File: src/hdl/binned_count_histogram_top_assert.svh
// assertion macros for the histogram top level
`ifndef BINNED_COUNT_HISTOGRAM_TOP_ASSERT_SVH
`define BINNED_COUNT_HISTOGRAM_TOP_ASSERT_SVH
// condition implies consequence on the next cycle
`define ASSERT_NEXT(lbl, clk, rst_n, a, c) \
	lbl: assert property (@(posedge clk) disable iff (!rst_n) (a) |=> (c)) else $error("lbl");
// condition implies consequence in the same cycle
`define ASSERT_SAME(lbl, clk, rst_n, a, c) \
	lbl: assert property (@(posedge clk) disable iff (!rst_n) (a) |-> (c)) else $error("lbl");
`endif

File: src/hdl/bch_pkg.sv
// package for the histogram: constants, item types and the front-to-back job struct
`timescale 1ns / 1ps
package bch_pkg;
	localparam int MAX_BINS_DEF = 1024;
	localparam int COUNT_BITS_DEF = 32;
	localparam int IDX_BITS = 10;
	localparam logic [1:0] REG_LOW = 2'd0;
	localparam logic [1:0] REG_HIGH = 2'd1;
	localparam logic [1:0] REG_WIDTH = 2'd2;
	localparam logic KIND_SAMPLE = 1'b0;
	localparam logic KIND_READ = 1'b1;

	typedef struct packed {
		logic kind;
		logic [31:0] sample_value;
		logic [IDX_BITS-1:0] bin_index;
	} in_item_t;

	typedef struct packed {
		logic [32:0] bin_start;
		logic [31:0] bin_count;
		logic in_use;
	} out_item_t;

	// work handed from front to back
	typedef struct packed {
		logic kind;
		logic [16:0] idx;
		logic [32:0] start;
		logic in_use;
		logic in_store;
	} job_t;
endpackage

File: src/hdl/bch_div.sv
// restoring divider, one quotient bit a cycle
`timescale 1ns / 1ps
module bch_div (
	input logic clk,
	input logic arst_n,
	input logic start,
	input logic [33:0] num,
	input logic [31:0] den,
	output logic busy,
	output logic done,
	output logic [33:0] quo
);
	logic [31:0] rem_q, den_q;
	logic [33:0] quo_q;
	logic [5:0] cnt_q;
	logic [32:0] trial;
	assign trial = {rem_q, quo_q[33]} - {1'b0, den_q};
	always_ff @(posedge clk or negedge arst_n) begin
		if (!arst_n) begin
			busy <= 1'b0;
			done <= 1'b0;
			cnt_q <= '0;
		end else begin
			done <= 1'b0;
			if (start && !busy) begin
				busy <= 1'b1;
				cnt_q <= 6'd34;
			end else if (busy) begin
				cnt_q <= cnt_q - 6'd1;
				if (cnt_q == 6'd1) begin
					busy <= 1'b0;
					done <= 1'b1;
				end
			end
		end
	end
	always_ff @(posedge clk) begin
		if (start && !busy) begin
			rem_q <= '0;
			quo_q <= num;
			den_q <= den;
		end else if (busy) begin
			if (!trial[32]) begin
				rem_q <= trial[31:0];
				quo_q <= {quo_q[32:0], 1'b1};
			end else begin
				rem_q <= {rem_q[30:0], quo_q[33]};
				quo_q <= {quo_q[32:0], 1'b0};
			end
		end
	end
	assign quo = quo_q;
endmodule

File: src/hdl/bch_front.sv
// front: takes items, works out the bin count, divides samples into bin indices, works out read bin start
`timescale 1ns / 1ps
module bch_front import bch_pkg::*; #(
	parameter int MAX_BINS = MAX_BINS_DEF
) (
	input logic clk,
	input logic arst_n,
	input logic [31:0] low_q,
	input logic [31:0] high_q,
	input logic [31:0] width_q,
	input logic push,
	output logic full,
	input in_item_t in_item,
	output logic job_valid,
	input logic job_ready,
	output job_t job
);
	typedef enum logic [4:0] {
		ST_IDLE = 5'b00001,
		ST_NBIN = 5'b00010,
		ST_DIV = 5'b00100,
		ST_MUL = 5'b01000,
		ST_OUT = 5'b10000
	} st_t;
	st_t st_q;
	in_item_t item_q;
	logic [33:0] w, base, ceilv, top;
	logic [33:0] nbins_q;
	logic [16:0] idx_q;
	logic [32:0] start_q;
	logic dstart, dbusy, ddone;
	logic [33:0] dnum, dquo;
	logic [31:0] dden;
	logic nb_phase_q;
	logic [65:0] prod;

	assign w = (width_q == '0) ? 34'd1 : {2'b0, width_q};
	assign base = (low_q > 32'd1 && w < {2'b0, low_q}) ? {2'b0, low_q} - w : 34'd1;
	assign ceilv = {2'b0, high_q} + w;
	assign top = ceilv + w;
	assign dden = w[31:0];
	assign dnum = nb_phase_q ? (top - base) : ({2'b0, item_q.sample_value} - base);
	assign dstart = (st_q == ST_NBIN) || (st_q == ST_DIV && !nb_phase_q && !dbusy && !ddone);
	assign prod = {32'b0, base} + {24'b0, item_q.bin_index} * {32'b0, w};

	bch_div u_div (.clk, .arst_n, .start(dstart), .num(dnum), .den(dden),
		.busy(dbusy), .done(ddone), .quo(dquo));

	assign full = (st_q != ST_IDLE);
	assign job_valid = (st_q == ST_OUT);

	always_comb begin
		job.kind = item_q.kind;
		job.idx = idx_q;
		job.start = start_q;
		job.in_use = ({24'b0, item_q.bin_index} < nbins_q);
		job.in_store = ({7'b0, item_q.bin_index} < 17'(MAX_BINS));
	end

	always_ff @(posedge clk or negedge arst_n) begin
		if (!arst_n) begin
			st_q <= ST_IDLE;
			nb_phase_q <= 1'b0;
		end else begin
			case (st_q)
				ST_IDLE: if (push) begin
					st_q <= ST_NBIN;
					nb_phase_q <= 1'b1;
				end
				ST_NBIN: st_q <= ST_DIV;
				ST_DIV: if (ddone) begin
					if (nb_phase_q) begin
						nb_phase_q <= 1'b0;
						if (item_q.kind == KIND_READ) st_q <= ST_MUL;
					end else begin
						st_q <= ST_OUT;
					end
				end
				ST_MUL: st_q <= ST_OUT;
				ST_OUT: if (job_ready) st_q <= ST_IDLE;
				default: st_q <= ST_IDLE;
			endcase
		end
	end

	always_ff @(posedge clk) begin
		if (st_q == ST_IDLE && push) item_q <= in_item;
		if (st_q == ST_DIV && ddone && nb_phase_q) begin
			if (top < base || dquo == '0) nbins_q <= 34'd1;
			else if (dquo > 34'(MAX_BINS)) nbins_q <= 34'(MAX_BINS);
			else nbins_q <= dquo;
		end
		if (st_q == ST_DIV && ddone && !nb_phase_q) begin
			if ({2'b0, item_q.sample_value} < base) idx_q <= '0;
			else if ({2'b0, item_q.sample_value} > ceilv
				|| dquo > nbins_q - 34'd1) idx_q <= 17'(nbins_q - 34'd1);
			else idx_q <= 17'(dquo);
		end
		if (st_q == ST_MUL) begin
			start_q <= (prod > 66'h1_FFFF_FFFF) ? '1 : prod[32:0];
			idx_q <= {7'b0, item_q.bin_index};
		end
	end
endmodule

File: config.mk
export PLATFORM = sky130hd
export DESIGN_NAME = bch_front
export DESIGN_NICKNAME = d
export VERILOG_FILES = /design/src/hdl/binned_count_histogram_top_assert.svh /design/src/hdl/bch_pkg.sv /design/src/hdl/bch_div.sv /design/src/hdl/bch_front.sv
export SDC_FILE = /design/constraint.sdc
export NUM_CORES = 2
export LEC_CHECK = 0
export BUFFER_PORTS_ARGS = -buffer_cell sky130_fd_sc_hd__buf_2
export CAP_MARGIN = 20
export CELL_PAD_IN_SITES_DETAIL_PLACEMENT = 0
export CELL_PAD_IN_SITES_GLOBAL_PLACEMENT = 2
export CORE_MARGIN = 1.5
export CORE_UTILIZATION = 43
export CTS_CLUSTER_DIAMETER = 150
export DETAILED_ROUTE_END_ITERATION = 8
export GPL_TIMING_DRIVEN = 0
export PLACE_DENSITY_LB_ADDON = 0.1
export SKIP_LAST_GASP = 1
export SLEW_MARGIN = 20
export SYNTH_ARGS = -nofsm -noshare
export SYNTH_HDL_FRONTEND = slang
export SYNTH_HIERARCHICAL = 1
export SYNTH_SLANG_ARGS = --single-unit
File: constraint.sdc
create_clock -name clk -period 14.3 [get_ports clk]
set_input_delay 1.43 -clock clk [delete_from_list [all_inputs] [get_ports clk]]
set_output_delay 1.43 -clock clk [all_outputs]
set_load 0.01 [all_outputs]
==> results.toml <==
[detailed_routing]
ant_nets = 0
wl_per_cell_um = 22.7
drt-initial-drc-count = 2183
via_per_inst = 5.57
drt-total-wl_um = 117000
first_pass_iters = 7
route.vias.total = 28700
drcViolationCount = 0

[cells_and_area]
drive_gt1_frac = 0.0911
final_common_cell = "inv_1"
syn2layout_area_growth_pct = 10.7
post-route-util = 0.483
final_cell_mix = "inv_1, nand2_1, ha_1"
nets = 4870

[floorplanning]
die_h_um = 281
die_x_um = 281
ioPinCount = 198
dieArea_um2 = 79100
rows = 101
initial_core_util = 0.436
coreArea_um2 = 76300

[critical_path]
arrival_ns = 11.63
cp_data_required_time_ns = 14.65
path_max_fanout = 13
worstSetupStartpoint = "width_q[1]"
endpoint_kind = "register"
crit_type = "in2reg"
rr_worst_depth = 22
critPathMaxStageDelay_ns = 0.74
startpoint_type = "primary input"
regToRegStartpoint = "item_q[7]"
crit_slowest_cell = "nor4_1"

[sta]
timing.fmax_mhz = 88.7
clock_skew_ns = 0.0159
period_share = 0.789
tightest_slew_ns = 1.04
holdWs_ns = 0.450
finalSetupTns_ns = 0
rsz0062_at_grt = "no"
drv_slew = 0
finalSetupViolCount = 0
max_slew_margin = 0.303
min_period_ns = 11.28
setup_ws_ns = 3.02
hold_violations = 0

[synth]
synthAdderAreaFrac = 0.301
synth_seq_cells = 239
synth_edf_count = 186
ys_warn_count = 6
syn_area_per_cell_um2 = 8.67
synth_top_family_by_area = "adder cells"
ys_dominant_reg_cell = "edfxtp_1"
synth_cell_types = 100
ys_seq_area_frac = 0.202
synthMuxAreaShare = 0.0189
netlist_instances = 3837
synthSimpleGateAreaFrac = 0.174
ys_top_cells_by_area = "edfxtp_1, fa_1, ha_1"
synth-xor-area-share = 0.0619
async_reset_ff_frac = 0.0586
synth_compound_area_frac = 0.165
yosys.area.top_type = "edfxtp_1"
yosysTopAreaCellShare = 0.168
synth_area_um2 = 33300

[placed_design]
port_buffers = 196
pre_cts_slack_ns = 2.19
place_congestion = 0.954
dpl.hpwl_um = 97800

[global_routing]
track_usage = 0.298
first_global_vias = 28600
gr-max-usage-layer = "met2"
antenna_found_initial = 4
grt-ovfl-total = 0
grt_pass1_wl_um = 177000
grt_use_met3 = 0.0436
met1_usage = 0.404
grt.met2_usage = 0.491
grt_max_degree = 35

[clock_network]
numCtsBuffers = 30
cts_sinks = 239
cts_resized = 0
cts_tree = "built"
clk_pin_slew_ns = 0.06
htree_levels = 1
cts_buffer_depth = 3
insertion_delay_ns = 0.62
cts_setup_buffers = 0
cts_hold_buf = 0
clock-root-buffer = "clkbuf_16"

[hold_path]
min_path_cells = 2
min_path_type = "reg2reg"
worstHoldStart = "idx_q[11]"

[job]
cap_violations = 0

[outcome]
status = "complete, no violations"
==> worst max-delay path, delay by kind of cell <==
family / cells / cell delay (ns)
adder cells (fa/ha/maj): 5 / 2.16
buffers and inverters: 8 / 1.76
AO/OA/AOI/OAI: 11 / 3.61
AND/OR/NAND/NOR: 10 / 2.64
==> state kept, by name, indices dropped and copies added (netlist names) <==
name and count:
job 1, item_q 42, start_q 33, u_div/done 1
u_div/den_q 32, nbins_q 34, nb_phase_q 1, st_q 5
u_div/quo 34, u_div/rem_q 32, u_div/cnt_q 6, idx_q 17
u_div/busy 1
==> final cells by class <==
| cell class | count | area (um^2) |
|---|---|---|
| antenna | 1 | 2.50 |
| multi-input combinational | 2957 | 24100 |
| fill | 7706 | 39500 |
| inverter | 501 | 1880 |
| clock inverter | 19 | 284 |
| tap | 1030 | 1290 |
| buffer | 162 | 686 |
| clock buffer | 37 | 797 |
| timing repair buffer | 202 | 1090 |
| sequential | 239 | 6720 |
==> stage by stage <==
step                      cell area (um^2)  instances
after floorplan                      33400       3859
after global placement               35600       5085
after detailed placement             35800       5090
after CTS                            36900       5146
after global routing                 36900       5147
final                                36900       5148
==> Yosys cell counts, types with 7 or more instances <==
cell       count
a2111oi_0      7
a211oi_1      30
a21o_1       110
a21oi_1      237
a31o_2         7
a31oi_1       34
a32oi_1       14
and2_1       167
and3_1        23
and4_1         7
buf_2          9
clkbuf_1     135
dfrtp_1       13
dfxtp_1       39
edfxtp_1     186
fa_1         279
ha_1         355
inv_1        500
mux2_2        48
mux2i_1        9
nand2_1      448
nand2b_1      43
nand3_1       67
nand3b_1       7
nand4_1       46
nor2_1       165
nor2b_1       40
nor3_1        62
nor3b_1        7
nor4_1        44
o211ai_1      20
o21a_1        41
o21ai_0      147
o21ai_1       19
o21bai_1      31
o311ai_0       8
o311ai_1      11
o31ai_1       21
or3_1         22
xnor2_1      145
xor2_1        87
==> layer usage <==
layer	vias to the layer above	wire, um
met5	-	0
met4	0	3850
met3	163	7220
met2	911	53900
met1	14000	51800
li1	13600	-
==> worst paths after layout <==
kind | to | slack, ns
min in group asynchronous | u_div/cnt_q[4] | 0.72
worst min-delay path | idx_q[11] | 0.45
worst max-delay path | start_q[13] | 3.02
max in group asynchronous | st_q[0] | 13.26
worst max register to register | start_q[13] | 6.08
worst min register to register | idx_q[11] | 0.45
==> logic make-up after synthesis <==
family / after synthesis
other: 2
AO/OA/AOI/OAI: 832
adder cells (fa/ha/maj): 634
buffers and inverters: 663
XOR/XNOR: 233
AND/OR/NAND/NOR: 1177
flip-flops: 239
multiplexers: 57
Power is not shown: default switching activity piles up to over one toggle a cycle in this logic, so the estimate is an artifact.
